**src/design/stmc_pkg.sv**
```systemverilog
// Shared types and constants for the servo tester mode controller.
// Used by every module of the block; depends on nothing else.
`default_nettype none

package stmc_pkg;

  // Behavior constants
  localparam int SWEEP_HALF_MS = 1500;
  localparam int MAX_ANGLE     = 180;

  // Field widths
  localparam int ANGLE_W   = 8;
  localparam int PULSE_W   = 12;
  localparam int MINP_W    = 11;
  localparam int LIMIT_W   = 13;
  localparam int MV_W      = 14;
  localparam int SCALE_W   = 18;
  localparam int BEEP_W    = 16;
  localparam int TIME_W    = 32;
  localparam int RAW_W     = 12;
  localparam int CUR_W     = 13;
  localparam int DELTA_W   = 5;
  localparam int CURSOR_W  = 3;

  // Configuration port
  localparam int CFG_INDEX_W = 2;
  localparam int CFG_DATA_W  = 18;
  localparam logic [CFG_INDEX_W-1:0] CFG_MV_SCALE  = 2'd0;
  localparam logic [CFG_INDEX_W-1:0] CFG_LOW_MV    = 2'd1;
  localparam logic [CFG_INDEX_W-1:0] CFG_BEEP_HALF = 2'd2;

  localparam logic [SCALE_W-1:0] MV_SCALE_RST  = 18'd105627;
  localparam logic [MV_W-1:0]    LOW_MV_RST    = 14'd4500;
  localparam logic [BEEP_W-1:0]  BEEP_HALF_RST = 16'd250;

  // Edit limits and steps
  localparam int MIN_PULSE_LO = 400;
  localparam int MIN_PULSE_HI = 1500;
  localparam int MAX_PULSE_LO = 1500;
  localparam int MAX_PULSE_HI = 2600;
  localparam int LIMIT_LO     = 100;
  localparam int LIMIT_HI     = 5000;
  localparam int PULSE_STEP   = 10;
  localparam int LIMIT_STEP   = 50;

  // State reset values
  localparam logic [ANGLE_W-1:0] ANGLE_RST     = 8'd90;
  localparam logic [MINP_W-1:0]  MIN_PULSE_RST = 11'd500;
  localparam logic [PULSE_W-1:0] MAX_PULSE_RST = 12'd2500;
  localparam logic [ANGLE_W-1:0] CENTER_RST    = 8'd90;
  localparam logic [LIMIT_W-1:0] LIMIT_RST     = 13'd800;

  typedef enum logic [2:0] {
    MODE_MENU     = 3'd0,
    MODE_MANUAL   = 3'd1,
    MODE_SWEEP    = 3'd2,
    MODE_CENTER   = 3'd3,
    MODE_SETTINGS = 3'd4
  } mode_t;

  // Settings fields
  localparam logic [CURSOR_W-1:0] FIELD_MIN    = 3'd0;
  localparam logic [CURSOR_W-1:0] FIELD_MAX    = 3'd1;
  localparam logic [CURSOR_W-1:0] FIELD_CENTER = 3'd2;
  localparam logic [CURSOR_W-1:0] FIELD_LIMIT  = 3'd3;
  localparam logic [CURSOR_W-1:0] FIELD_DONE   = 3'd4;

  // Pipeline layout
  localparam int FRONT_STAGES = 6;
  localparam int STATE_STAGE  = FRONT_STAGES;
  localparam int PULSE_STAGES = 2;
  localparam int NUM_STAGES   = FRONT_STAGES + 1 + PULSE_STAGES;

  // Sweep phase: time mod period by reciprocal multiply (exact for 32-bit time)
  localparam int SWEEP_PERIOD = 2 * SWEEP_HALF_MS;
  localparam int PER_LOG      = $clog2(SWEEP_PERIOD);
  localparam int SW_SHIFT     = TIME_W + PER_LOG;
  localparam logic [63:0] SW_RCP =
    ((64'd1 << SW_SHIFT) + 64'(SWEEP_PERIOD) - 64'd1) / 64'(SWEEP_PERIOD);
  localparam int SW_RCP_W    = 34;
  localparam int SW_RCP_HI_W = SW_RCP_W - 16;
  localparam logic [15:0]            SW_RCP_LO = SW_RCP[15:0];
  localparam logic [SW_RCP_HI_W-1:0] SW_RCP_HI = SW_RCP[SW_RCP_W-1:16];
  localparam int SW_Q_W = TIME_W + 1 - PER_LOG;
  localparam int PH_W   = PER_LOG;
  localparam logic [TIME_W-1:0] SW_PERIOD_U = TIME_W'(SWEEP_PERIOD);
  localparam logic [PH_W-1:0]   SW_HALF_PH  = PH_W'(SWEEP_HALF_MS);

  // Sweep angle: (u * MAX_ANGLE) / half by reciprocal multiply
  localparam int SW_V_W     = $clog2(SWEEP_HALF_MS * MAX_ANGLE + 1);
  localparam int SW_A_SHIFT = SW_V_W + $clog2(SWEEP_HALF_MS);
  localparam int SW_A_RCP_W = SW_V_W + 2;
  localparam logic [63:0] SW_A_RCP =
    ((64'd1 << SW_A_SHIFT) + 64'(SWEEP_HALF_MS) - 64'd1) / 64'(SWEEP_HALF_MS);
  localparam logic [SW_A_RCP_W-1:0] SW_A_RCP_K = SW_A_RCP[SW_A_RCP_W-1:0];
  localparam logic [SW_V_W-1:0]     SW_MAX_V   = SW_V_W'(MAX_ANGLE);
  localparam logic [ANGLE_W-1:0]    ANGLE_MAX_U = ANGLE_W'(MAX_ANGLE);

  // Pulse: (angle * span) / MAX_ANGLE by reciprocal multiply
  localparam int SPAN_MAX  = MAX_PULSE_HI - MIN_PULSE_LO;
  localparam int SPAN_W    = $clog2(SPAN_MAX + 1);
  localparam int PR_W      = $clog2(MAX_ANGLE * SPAN_MAX + 1);
  localparam int PR_SHIFT  = PR_W + $clog2(MAX_ANGLE);
  localparam int PR_RCP_W  = PR_W + 2;
  localparam logic [63:0] PR_RCP =
    ((64'd1 << PR_SHIFT) + 64'(MAX_ANGLE) - 64'd1) / 64'(MAX_ANGLE);
  localparam logic [PR_RCP_W-1:0] PR_RCP_K = PR_RCP[PR_RCP_W-1:0];

  typedef struct packed {
    logic [SCALE_W-1:0] mv_scale;
    logic [MV_W-1:0]    low_mv;
    logic [BEEP_W-1:0]  beep_half;
  } cfg_regs_t;

  typedef struct packed {
    logic signed [DELTA_W-1:0] delta;
    logic                      btn;
    logic [TIME_W-1:0]         time_ms;
    logic signed [CUR_W-1:0]   current;
    logic [MV_W-1:0]           mv;
    logic [ANGLE_W-1:0]        sweep_angle;
  } front_beat_t;

  typedef struct packed {
    mode_t               mode;
    logic [ANGLE_W-1:0]  angle;
    logic [CURSOR_W-1:0] cursor;
    logic                alarm;
    logic                buzzer;
    logic [MV_W-1:0]     mv;
    logic                save;
    logic [MINP_W-1:0]   min_pulse;
    logic [PULSE_W-1:0]  max_pulse;
    logic [ANGLE_W-1:0]  center;
    logic [LIMIT_W-1:0]  limit;
  } state_beat_t;

  typedef struct packed {
    state_beat_t        st;
    logic [PULSE_W-1:0] pulse;
  } result_t;

endpackage

`default_nettype wire

```
**src/design/servo_tester_mode_controller_top.sv**
```systemverilog
// Servo tester mode controller, top level. Uses stmc_pkg, stmc_front, stmc_state, stmc_pulse.
// A result beat moves through stage registers 0 to 8. Throughput: one frame per cycle while
// out_ready does not stall the output; nine pipeline stages, each with its own valid bit, set
// by the reciprocal multiplies for the sweep phase and the pulse divide.
// Reset (rst, synchronous, active high) empties the pipeline, holds in_ready low, restores
// mode state and loads the configuration registers with their defaults.
`default_nettype none

module servo_tester_mode_controller_top
  import stmc_pkg::*;
(
  input  wire logic                        clk,
  input  wire logic                        rst,
  // input channel
  input  wire logic                        in_valid,
  output logic                             in_ready,
  input  wire logic signed [DELTA_W-1:0]   encoder_delta,
  input  wire logic                        button_press,
  input  wire logic [TIME_W-1:0]           time_ms,
  input  wire logic [RAW_W-1:0]            vsense_raw,
  input  wire logic signed [CUR_W-1:0]     current_ma,
  // result channel
  output logic                             out_valid,
  input  wire logic                        out_ready,
  output logic [2:0]                       mode_now,
  output logic [PULSE_W-1:0]               pulse_us,
  output logic [ANGLE_W-1:0]               shown_angle,
  output logic [CURSOR_W-1:0]              cursor,
  output logic                             alarm,
  output logic                             buzzer,
  output logic [MV_W-1:0]                  voltage_mv,
  output logic                             save_strobe,
  output logic [MINP_W-1:0]                min_pulse_us,
  output logic [PULSE_W-1:0]               max_pulse_us,
  output logic [ANGLE_W-1:0]               center_setting,
  output logic [LIMIT_W-1:0]               current_limit_ma,
  // configuration write port
  input  wire logic                        cfg_we,
  input  wire logic [CFG_INDEX_W-1:0]      cfg_index,
  input  wire logic [CFG_DATA_W-1:0]       cfg_data
);

  logic [NUM_STAGES-1:0] vld;
  logic [NUM_STAGES-1:0] en;
  logic                  commit;
  cfg_regs_t             cfg;
  front_beat_t           front_beat;
  state_beat_t           state_beat;
  result_t               res;

  // A stage loads when it is empty or its contents move on this cycle,
  // so bubbles close up while the output beat waits.
  always_comb begin
    en[NUM_STAGES-1] = !vld[NUM_STAGES-1] || out_ready;
    for (int k = NUM_STAGES - 2; k >= 0; k--) begin
      en[k] = !vld[k] || en[k+1];
    end
  end

  // Hold off input beats while reset is asserted.
  assign in_ready = en[0] && !rst;
  assign commit   = en[STATE_STAGE] && vld[STATE_STAGE-1];

  always_ff @(posedge clk) begin
    if (rst) begin
      vld <= '0;
    end else begin
      if (en[0]) begin
        vld[0] <= in_valid;
      end
      for (int k = 1; k < NUM_STAGES; k++) begin
        if (en[k]) begin
          vld[k] <= vld[k-1];
        end
      end
    end
  end

  // Configuration registers; the user must write them only while the pipeline is idle (not enforced here).
  // Indexes past the list are dropped.
  always_ff @(posedge clk) begin
    if (rst) begin
      cfg.mv_scale  <= MV_SCALE_RST;
      cfg.low_mv    <= LOW_MV_RST;
      cfg.beep_half <= BEEP_HALF_RST;
    end else if (cfg_we) begin
      unique case (cfg_index)
        CFG_MV_SCALE:  cfg.mv_scale  <= cfg_data;
        CFG_LOW_MV:    cfg.low_mv    <= cfg_data[MV_W-1:0];
        CFG_BEEP_HALF: cfg.beep_half <= cfg_data[BEEP_W-1:0];
        default: ;
      endcase
    end
  end

  // Stages 0-5: capture, voltage, sweep angle
  stmc_front u_front (
    .clk           (clk),
    .en            (en[FRONT_STAGES-1:0]),
    .encoder_delta (encoder_delta),
    .button_press  (button_press),
    .time_ms       (time_ms),
    .vsense_raw    (vsense_raw),
    .current_ma    (current_ma),
    .cfg           (cfg),
    .beat          (front_beat)
  );

  // Stage 6: mode state, edits, alarm and beeper
  stmc_state u_state (
    .clk    (clk),
    .rst    (rst),
    .en     (en[STATE_STAGE]),
    .commit (commit),
    .beat   (front_beat),
    .cfg    (cfg),
    .res    (state_beat)
  );

  // Stages 7-8: pulse width; stage 8 is the output register
  stmc_pulse u_pulse (
    .clk (clk),
    .en  (en[NUM_STAGES-1:STATE_STAGE+1]),
    .st  (state_beat),
    .res (res)
  );

  assign out_valid        = vld[NUM_STAGES-1];
  assign mode_now         = res.st.mode;
  assign pulse_us         = res.pulse;
  assign shown_angle      = res.st.angle;
  assign cursor           = res.st.cursor;
  assign alarm            = res.st.alarm;
  assign buzzer           = res.st.buzzer;
  assign voltage_mv       = res.st.mv;
  assign save_strobe      = res.st.save;
  assign min_pulse_us     = res.st.min_pulse;
  assign max_pulse_us     = res.st.max_pulse;
  assign center_setting   = res.st.center;
  assign current_limit_ma = res.st.limit;

endmodule

`default_nettype wire

```
**src/design/stmc_front.sv**
```systemverilog
// Front pipeline: input register, supply voltage and sweep angle.
// Depends on stmc_pkg.
`default_nettype none

module stmc_front
  import stmc_pkg::*;
(
  input  wire logic                        clk,
  input  wire logic [FRONT_STAGES-1:0]     en,
  input  wire logic signed [DELTA_W-1:0]   encoder_delta,
  input  wire logic                        button_press,
  input  wire logic [TIME_W-1:0]           time_ms,
  input  wire logic [RAW_W-1:0]            vsense_raw,
  input  wire logic signed [CUR_W-1:0]     current_ma,
  input  wire cfg_regs_t                   cfg,
  output front_beat_t                      beat
);

  typedef struct packed {
    logic signed [DELTA_W-1:0] delta;
    logic                      btn;
    logic [TIME_W-1:0]         time_ms;
    logic signed [CUR_W-1:0]   current;
  } carry_t;

  carry_t c0, c1, c2, c3, c4;
  logic [RAW_W-1:0]  raw0;
  logic [MV_W-1:0]   mv1, mv2, mv3, mv4;
  logic [47:0]       pa1;
  logic [49:0]       pb1;
  logic [SW_Q_W-1:0] q2;
  logic [PH_W-1:0]   ph3;
  logic [SW_V_W-1:0] v4;
  logic              second4;

  logic [RAW_W+SCALE_W-1:0]   mv_prod;
  logic [65:0]                ph_sum;
  logic [TIME_W-1:0]          ph_full;
  logic [PH_W-1:0]            u_sel;
  logic [2*SW_V_W+1:0]        a_prod;
  logic [ANGLE_W-1:0]         a_quot;

  assign mv_prod = (RAW_W+SCALE_W)'(raw0) * (RAW_W+SCALE_W)'(cfg.mv_scale);
  assign ph_sum  = 66'(pa1) + {pb1, 16'b0};
  assign ph_full = c2.time_ms - TIME_W'(q2) * SW_PERIOD_U;
  assign u_sel   = (ph3 >= SW_HALF_PH) ? (ph3 - SW_HALF_PH) : ph3;
  assign a_prod  = {{SW_A_RCP_W{1'b0}}, v4} * {{SW_V_W{1'b0}}, SW_A_RCP_K};
  assign a_quot  = ANGLE_W'(a_prod >> SW_A_SHIFT);

  // Stage 0: capture the beat
  always_ff @(posedge clk) begin
    if (en[0]) begin
      c0.delta   <= encoder_delta;
      c0.btn     <= button_press;
      c0.time_ms <= time_ms;
      c0.current <= current_ma;
      raw0       <= vsense_raw;
    end
  end

  // Stage 1: voltage (top bits of a Q16 product never pass full scale),
  // partial products of the phase reciprocal
  always_ff @(posedge clk) begin
    if (en[1]) begin
      c1  <= c0;
      mv1 <= mv_prod[RAW_W+SCALE_W-1:16];
      pa1 <= 48'(c0.time_ms) * 48'(SW_RCP_LO);
      pb1 <= 50'(c0.time_ms) * 50'(SW_RCP_HI);
    end
  end

  // Stage 2: period count
  always_ff @(posedge clk) begin
    if (en[2]) begin
      c2  <= c1;
      mv2 <= mv1;
      q2  <= SW_Q_W'(ph_sum >> SW_SHIFT);
    end
  end

  // Stage 3: phase within the period
  always_ff @(posedge clk) begin
    if (en[3]) begin
      c3  <= c2;
      mv3 <= mv2;
      ph3 <= PH_W'(ph_full);
    end
  end

  // Stage 4: fold into one half and scale by the full angle
  always_ff @(posedge clk) begin
    if (en[4]) begin
      c4      <= c3;
      mv4     <= mv3;
      second4 <= (ph3 >= SW_HALF_PH);
      v4      <= SW_V_W'(u_sel) * SW_MAX_V;
    end
  end

  // Stage 5: divide by the half period; fall back down in the second half
  always_ff @(posedge clk) begin
    if (en[5]) begin
      beat.delta       <= c4.delta;
      beat.btn         <= c4.btn;
      beat.time_ms     <= c4.time_ms;
      beat.current     <= c4.current;
      beat.mv          <= mv4;
      beat.sweep_angle <= second4 ? (ANGLE_MAX_U - a_quot) : a_quot;
    end
  end

endmodule

`default_nettype wire

```
**src/design/stmc_state.sv**
```systemverilog
// Mode controller state stage: encoder edits, button, alarm and beeper.
// Holds all per-frame state; depends on stmc_pkg.
`default_nettype none

module stmc_state
  import stmc_pkg::*;
(
  input  wire logic        clk,
  input  wire logic        rst,
  input  wire logic        en,
  input  wire logic        commit,
  input  wire front_beat_t beat,
  input  wire cfg_regs_t   cfg,
  output state_beat_t      res
);

  localparam logic signed [9:0]  ANG_MAX_S = 10'(MAX_ANGLE);
  localparam logic signed [12:0] MINP_LO_S = 13'(MIN_PULSE_LO);
  localparam logic signed [12:0] MINP_HI_S = 13'(MIN_PULSE_HI);
  localparam logic signed [12:0] MAXP_LO_S = 13'(MAX_PULSE_LO);
  localparam logic signed [12:0] MAXP_HI_S = 13'(MAX_PULSE_HI);
  localparam logic signed [13:0] LIM_LO_S  = 14'(LIMIT_LO);
  localparam logic signed [13:0] LIM_HI_S  = 14'(LIMIT_HI);
  localparam logic signed [12:0] PSTEP_S   = 13'(PULSE_STEP);
  localparam logic signed [13:0] LSTEP_S   = 14'(LIMIT_STEP);

  mode_t               mode, mode_next;
  logic [1:0]          menu_pos, menu_next;
  logic [CURSOR_W-1:0] field_pos, field_next;
  logic [ANGLE_W-1:0]  angle_reg, angle_next;
  logic [MINP_W-1:0]   min_pulse_reg, min_pulse_next;
  logic [PULSE_W-1:0]  max_pulse_reg, max_pulse_next;
  logic [ANGLE_W-1:0]  center_reg, center_next;
  logic [LIMIT_W-1:0]  limit_reg, limit_next;
  logic [TIME_W-1:0]   last_beep_ms, last_beep_next;
  logic                beep_level, beep_next;
  logic                save, alarm;

  logic signed [5:0]  d6, menu_sum;
  logic signed [9:0]  d10, angle_sum, center_sum;
  logic signed [12:0] d13, min_sum, max_sum;
  logic signed [13:0] d14, limit_sum;
  logic [1:0]         menu_clamp;
  logic [ANGLE_W-1:0] angle_clamp, center_clamp;
  logic [MINP_W-1:0]  min_clamp;
  logic [PULSE_W-1:0] max_clamp;
  logic [LIMIT_W-1:0] limit_clamp;
  logic [TIME_W-1:0]  elapsed;

  assign d6  = {beat.delta[DELTA_W-1], beat.delta};
  assign d10 = {{5{beat.delta[DELTA_W-1]}}, beat.delta};
  assign d13 = {{8{beat.delta[DELTA_W-1]}}, beat.delta};
  assign d14 = {{9{beat.delta[DELTA_W-1]}}, beat.delta};

  assign menu_sum   = $signed({4'b0, menu_pos}) + d6;
  assign angle_sum  = $signed({2'b0, angle_reg}) + d10;
  assign center_sum = $signed({2'b0, center_reg}) + d10;
  assign min_sum    = $signed({2'b0, min_pulse_reg}) + d13 * PSTEP_S;
  assign max_sum    = $signed({1'b0, max_pulse_reg}) + d13 * PSTEP_S;
  assign limit_sum  = $signed({1'b0, limit_reg}) + d14 * LSTEP_S;

  // Clamp every edit to its own limits
  assign menu_clamp   = (menu_sum < 6'sd0) ? 2'd0 :
                        (menu_sum > 6'sd3) ? 2'd3 : menu_sum[1:0];
  assign angle_clamp  = (angle_sum < 10'sd0) ? '0 :
                        (angle_sum > ANG_MAX_S) ? ANGLE_MAX_U : angle_sum[ANGLE_W-1:0];
  assign center_clamp = (center_sum < 10'sd0) ? '0 :
                        (center_sum > ANG_MAX_S) ? ANGLE_MAX_U : center_sum[ANGLE_W-1:0];
  assign min_clamp    = (min_sum < MINP_LO_S) ? MINP_W'(MIN_PULSE_LO) :
                        (min_sum > MINP_HI_S) ? MINP_W'(MIN_PULSE_HI) :
                        min_sum[MINP_W-1:0];
  assign max_clamp    = (max_sum < MAXP_LO_S) ? PULSE_W'(MAX_PULSE_LO) :
                        (max_sum > MAXP_HI_S) ? PULSE_W'(MAX_PULSE_HI) :
                        max_sum[PULSE_W-1:0];
  assign limit_clamp  = (limit_sum < LIM_LO_S) ? LIMIT_W'(LIMIT_LO) :
                        (limit_sum > LIM_HI_S) ? LIMIT_W'(LIMIT_HI) :
                        limit_sum[LIMIT_W-1:0];

  assign elapsed = beat.time_ms - last_beep_ms;

  always_comb begin
    mode_next      = mode;
    menu_next      = menu_pos;
    field_next     = field_pos;
    angle_next     = angle_reg;
    min_pulse_next = min_pulse_reg;
    max_pulse_next = max_pulse_reg;
    center_next    = center_reg;
    limit_next     = limit_reg;
    last_beep_next = last_beep_ms;
    beep_next      = beep_level;
    save           = 1'b0;

    // Encoder first, against the mode before the button
    if (beat.delta != '0) begin
      unique case (mode)
        MODE_MENU:   menu_next  = menu_clamp;
        MODE_MANUAL: angle_next = angle_clamp;
        MODE_SETTINGS: begin
          unique case (field_pos)
            FIELD_MIN:    min_pulse_next = min_clamp;
            FIELD_MAX:    max_pulse_next = max_clamp;
            FIELD_CENTER: center_next    = center_clamp;
            default:      limit_next     = limit_clamp;
          endcase
        end
        default: ;
      endcase
    end

    // Button: enter a mode, step a field, or drop back to the menu
    if (beat.btn) begin
      unique case (mode)
        MODE_MENU: begin
          mode_next = mode_t'(3'({1'b0, menu_next}) + 3'd1);
          if (mode_next == MODE_SETTINGS) begin
            field_next = FIELD_MIN;
          end
        end
        MODE_SETTINGS: begin
          field_next = field_pos + 3'd1;
          if (field_next >= FIELD_DONE) begin
            save      = 1'b1;
            mode_next = MODE_MENU;
          end
        end
        default: mode_next = MODE_MENU;
      endcase
    end

    alarm = ($signed({beat.current[CUR_W-1], beat.current}) > $signed({1'b0, limit_next}))
            || (beat.mv < cfg.low_mv);

    if (alarm) begin
      if (elapsed > TIME_W'(cfg.beep_half)) begin
        last_beep_next = beat.time_ms;
        beep_next      = ~beep_level;
      end
    end else begin
      beep_next = 1'b0;
    end

    if (mode_next == MODE_CENTER) begin
      angle_next = center_next;
    end else if (mode_next == MODE_SWEEP) begin
      angle_next = beat.sweep_angle;
    end
  end

  always_ff @(posedge clk) begin
    if (rst) begin
      mode          <= MODE_MENU;
      menu_pos      <= '0;
      field_pos     <= FIELD_MIN;
      angle_reg     <= ANGLE_RST;
      min_pulse_reg <= MIN_PULSE_RST;
      max_pulse_reg <= MAX_PULSE_RST;
      center_reg    <= CENTER_RST;
      limit_reg     <= LIMIT_RST;
      last_beep_ms  <= '0;
      beep_level    <= 1'b0;
    end else if (commit) begin
      mode          <= mode_next;
      menu_pos      <= menu_next;
      field_pos     <= field_next;
      angle_reg     <= angle_next;
      min_pulse_reg <= min_pulse_next;
      max_pulse_reg <= max_pulse_next;
      center_reg    <= center_next;
      limit_reg     <= limit_next;
      last_beep_ms  <= last_beep_next;
      beep_level    <= beep_next;
    end
  end

  always_ff @(posedge clk) begin
    if (en) begin
      res.mode      <= mode_next;
      res.angle     <= angle_next;
      res.cursor    <= (mode_next == MODE_MENU) ? {1'b0, menu_next} : field_next;
      res.alarm     <= alarm;
      res.buzzer    <= beep_next;
      res.mv        <= beat.mv;
      res.save      <= save;
      res.min_pulse <= min_pulse_next;
      res.max_pulse <= max_pulse_next;
      res.center    <= center_next;
      res.limit     <= limit_next;
    end
  end

endmodule

`default_nettype wire

```
**src/design/stmc_pulse.sv**
```systemverilog
// Pulse width stages: angle times span, then divide by the full angle.
// Depends on stmc_pkg.
`default_nettype none

module stmc_pulse
  import stmc_pkg::*;
(
  input  wire logic                    clk,
  input  wire logic [PULSE_STAGES-1:0] en,
  input  wire state_beat_t             st,
  output result_t                      res
);

  state_beat_t              st7;
  logic [PR_W-1:0]          prod7;
  logic [SPAN_W-1:0]        span;
  logic [PR_W+PR_RCP_W-1:0] q_prod;
  logic [SPAN_W-1:0]        quot;

  assign span   = SPAN_W'(st.max_pulse - PULSE_W'(st.min_pulse));
  assign q_prod = {{PR_RCP_W{1'b0}}, prod7} * {{PR_W{1'b0}}, PR_RCP_K};
  assign quot   = SPAN_W'(q_prod >> PR_SHIFT);

  always_ff @(posedge clk) begin
    if (en[0]) begin
      st7   <= st;
      prod7 <= PR_W'(st.angle) * PR_W'(span);
    end
  end

  // Menu does not drive the servo
  always_ff @(posedge clk) begin
    if (en[1]) begin
      res.st    <= st7;
      res.pulse <= (st7.mode == MODE_MENU) ? '0 :
                   PULSE_W'(st7.min_pulse) + PULSE_W'(quot);
    end
  end

endmodule

`default_nettype wire

```
**config.mk**
```make
export PLATFORM = sky130hd
export DESIGN_NAME = servo_tester_mode_controller_top
export DESIGN_NICKNAME = d
export VERILOG_FILES = /design/src/design/stmc_pkg.sv /design/src/design/servo_tester_mode_controller_top.sv /design/src/design/stmc_front.sv /design/src/design/stmc_state.sv /design/src/design/stmc_pulse.sv
export SDC_FILE = /design/constraint.sdc
export NUM_CORES = 2
export LEC_CHECK = 0
export BUFFER_PORTS_ARGS = -buffer_cell sky130_fd_sc_hd__buf_2
export CAP_MARGIN = 10
export CELL_PAD_IN_SITES_DETAIL_PLACEMENT = 1
export CELL_PAD_IN_SITES_GLOBAL_PLACEMENT = 1
export CORE_UTILIZATION = 48
export CTS_CLUSTER_SIZE = 14
export DETAILED_ROUTE_END_ITERATION = 10
export PLACE_DENSITY = 0.86
export SYNTH_ARGS = -nofsm -noshare
export SYNTH_HDL_FRONTEND = slang
export SYNTH_SLANG_ARGS = --single-unit
```
**constraint.sdc**
```tcl
create_clock -name clk -period 7.4 [get_ports clk]
set_input_delay 0.74 -clock clk [delete_from_list [all_inputs] [get_ports clk]]
set_output_delay 0.74 -clock clk [all_outputs]
set_load 0.02 [all_outputs]
```
==> results.rst <==
.. list-table::
   :header-rows: 1

   * - Metric
     - Value
   * - Unrepaired setup endpoints after global routing
     - true
   * - Highest-delay cell along the critical path
     - sky130_fd_sc_hd__fa_1
   * - Number of design-rule violations left by the first detailed-router iteration
     - 2821
   * - Share of flip-flops with an asynchronous set or reset after synthesis
     - 0%
   * - Endpoint arrival time on the critical path
     - 8.04 ns
   * - Total of fill cells in the finished design
     - 16.2k
   * - Post-Syn Nets
     - 8471
   * - Number of buffers on the longest clock path
     - 3
   * - H-Tree Depth
     - 3
   * - Routed length on met1
     - 81.0 mm
   * - Sequential cell area fraction in the yosys report
     - between 30% and 40%
   * - Post-route DRC violation count
     - 0
   * - Commonest cells after routing, fill and taps aside
     - sky130_fd_sc_hd__inv_1 (1344), sky130_fd_sc_hd__ha_1 (937), sky130_fd_sc_hd__fa_1 (832)
   * - Post-route minimum period
     - about 7.6 ns
   * - Critical path startpoint category
     - flop
   * - Mean area per synthesized cell
     - ~11 um2
   * - Row cnt
     - 144
   * - Largest driver fanout on the critical path
     - 3
   * - Die Area
     - 157000 um2
   * - Most flops, register
     - u_pulse.res
   * - Main flop type after synthesis
     - sky130_fd_sc_hd__edfxtp_1
   * - Initial core utilization
     - 48.4%
   * - Count of TritonRoute iterations in the first routing pass
     - 5
   * - Register area
     - roughly 26000 um2
   * - Total Routing Usage GR
     - 27.8%
   * - Status
     - finished, violations left
   * - Yosys Warn Count
     - 0
   * - Ratio of final minimum period to clock period
     - 102%
   * - GR Overflow Total
     - 0
   * - Post-synth EDFFs
     - 751
   * - Category of the critical setup timing path
     - flop to flop
   * - Number of violations of the max-capacitance limit
     - 0
   * - Num CTS Buffers
     - approximately 100
   * - Port buffer count
     - between 150 and 200
   * - Die Y
     - 396 um
   * - Number of primary I/O pins
     - 177
   * - Worst clock skew
     - 0.0511 ns
   * - Max-slew violations
     - 0
   * - Most common cell after layout, fill and taps aside
     - sky130_fd_sc_hd__inv_1
   * - Footprint of the multi-input gates
     - 43800 um2
   * - Most frequent cell on the critical path
     - sky130_fd_sc_hd__fa_1
   * - Largest register FFs
     - 87
   * - Final RePlAce weighted congestion
     - 0.912
   * - Placeable Area
     - 154000 um2
   * - Later-pin clock latency in the skew report
     - roughly 0.76 ns
   * - Largest stage delay, worst path
     - 0.61 ns
   * - Top sig layer
     - met4
   * - Die X
     - 396 um
   * - CTS clk-pin slew, worst paths
     - 0.07 ns
   * - Routed via count divided by cell count
     - 5.64
   * - Upper clock frequency limit
     - 132 MHz
   * - Vias in the first global route
     - 59.2k
   * - Synthesized instance count
     - 6580
   * - Final setup violating endpoints
     - 2
   * - Initial antenna violation count
     - 8
   * - Combined area of all synthesized cells
     - 74500 um2
   * - Final HPWL DP
     - 167 mm
   * - Largest net degree at the start of global routing
     - 92
   * - Global-route wire length before repair
     - between 300 and 400 mm
   * - Via count
     - 51.3k
   * - Slew margin rel.
     - 14.8%
   * - Path type of the worst min-delay path
     - input pin to flop
   * - Type of destination of the critical path
     - flop
   * - Layout overhead on the synthesized area
     - 11.6%
   * - Final nets
     - 8850
   * - Number of hold violations in the final report
     - 0
   * - Remaining antenna violation count after routing
     - 0
   * - Number of distinct library cell variants in the gate-level netlist after synthesis
     - 104
   * - Setup TNS
     - -0.211 ns
   * - Wire length on met2
     - 114 mm
   * - CP Data Required Time
     - roughly 8 ns
   * - Measured slew at the worst slew-check pin
     - 1.28 ns
   * - CTS tree
     - built
   * - Final setup slack of the worst path
     - -0.151 ns
   * - Largest registers
     - u_pulse.res: 87 flops, u_pulse.st7: 75 flops, u_state.res: 75 flops
   * - Average detailed-routed wire length per instance
     - roughly 24 um
   * - FF+latch count, synth
     - roughly 900
   * - Count of clock tree sinks
     - 901
   * - Placement Setup Slack
     - -0.684 ns
   * - Violated checks
     - negative setup slack
   * - Fraction of final layout cells sized beyond drive strength 1
     - roughly a tenth
   * - WL final
     - 217 mm
   * - Root Buffer Master
     - sky130_fd_sc_hd__clkbuf_16
   * - Total length of routed met3 wires
     - 9.84 mm
stage by stage:
step	area, um2	cells	util [%]	hold slack, ns
after floorplan	74500	6580	-	0.400
after global placement	78800	8853	51.2	0.401
after detailed placement	78800	8853	51.2	0.405
after CTS	82600	9063	53.6	0.0937
after global routing	83200	9096	54.0	0.133
final	83200	9097	54.0	0.153
what timing repair did:
| action | in CTS | in global routing |
|---|---|---|
| resized for setup | 34 | 80 |
| hold buffers | 0 | 0 |
| pin swaps | 42 | 78 |
| setup buffers | 16 | 28 |
| endpoints found under the setup margin | 32 | 48 |
| gates cloned | 0 | 3 |
layer usage:
layer  vias up  GRT usage (%)
li1      22500              -
met1     26300           31.5
met2      1730           50.7
met3       715           3.56
met4         0           14.8
met5         -              0
kinds of logic after synthesis:
family                   Yosys count  synth area share, %
AO/OA/AOI/OAI                    873                 7.82
AND/OR/NAND/NOR                 1241                 8.15
buffers and inverters           1488                 7.63
multiplexers                      15                0.233
flip-flops                       901                 34.3
adder cells (fa/ha/maj)         1803                 38.8
XOR/XNOR                         259                 3.05
final cells by class:
type	count	share of cell area, %
antenna	4	0.0120
sequential	901	30.7
clock inverter	62	0.885
clock buffer	132	3.26
inverter	1359	6.14
tap	2044	3.08
multi-input combinational	4192	52.7
timing repair buffer	403	3.19
cells in the mapped netlist (10+ instances only):
master,count,area (um2)
sky130_fd_sc_hd__or3_1,13,81.3
sky130_fd_sc_hd__nor3_1,70,350
sky130_fd_sc_hd__o21bai_1,31,233
sky130_fd_sc_hd__nor3b_1,10,75.1
sky130_fd_sc_hd__and2_1,132,826
sky130_fd_sc_hd__nor2_1,259,972
sky130_fd_sc_hd__fa_1,848,17000
sky130_fd_sc_hd__nand4_1,32,200
sky130_fd_sc_hd__o211ai_1,16,120
sky130_fd_sc_hd__a31oi_1,39,244
sky130_fd_sc_hd__and3_1,31,194
sky130_fd_sc_hd__nor2b_1,60,375
sky130_fd_sc_hd__nand2_1,429,1610
sky130_fd_sc_hd__nand2b_1,34,213
sky130_fd_sc_hd__a21oi_2,12,105
sky130_fd_sc_hd__nand3_1,65,325
sky130_fd_sc_hd__or2_2,13,81.3
sky130_fd_sc_hd__o21a_1,40,300
sky130_fd_sc_hd__a21o_1,104,781
sky130_fd_sc_hd__a211o_1,20,175
sky130_fd_sc_hd__edfxtp_1,751,22600
sky130_fd_sc_hd__a21oi_1,272,1360
sky130_fd_sc_hd__buf_2,18,90.1
sky130_fd_sc_hd__nand3b_1,21,158
sky130_fd_sc_hd__dfxtp_1,150,3000
sky130_fd_sc_hd__inv_1,1358,5100
sky130_fd_sc_hd__a21boi_0,15,113
sky130_fd_sc_hd__o21ai_1,18,90.1
sky130_fd_sc_hd__a211oi_1,33,248
sky130_fd_sc_hd__xor2_1,87,762
sky130_fd_sc_hd__o2111ai_1,11,96.3
sky130_fd_sc_hd__o31ai_1,12,90.1
sky130_fd_sc_hd__o21ai_0,119,596
sky130_fd_sc_hd__xnor2_1,171,1500
sky130_fd_sc_hd__ha_1,955,11900
sky130_fd_sc_hd__or3b_1,27,236
sky130_fd_sc_hd__clkbuf_1,94,353
worst max-delay path: cells and delay by family, from the launching register on:
family / cells / cell delay, ns
xor+xnor: 3 / 0.48
buf+inv: 3 / 0.42
compound gates: 7 / 1.51
fa+ha+maj: 8 / 3.43
flops: 1 / 0.41
simple gates: 5 / 1.02
final timing paths:
check	startpoint	to	slack, ns	cells after the start
max	u_pulse.prod7[16]	u_pulse.res[11]	-0.15	26
min	vsense_raw[7]	u_front.raw0[7]	0.15	1
max reg2reg	u_pulse.prod7[16]	u_pulse.res[11]	-0.15	26
min reg2reg	u_front.c3[22]	u_front.c4[22]	0.39	0
Power is left out: the tool's default activity adds up to more than one toggle a clock period on the data nets, which glitch-free logic cannot reach.
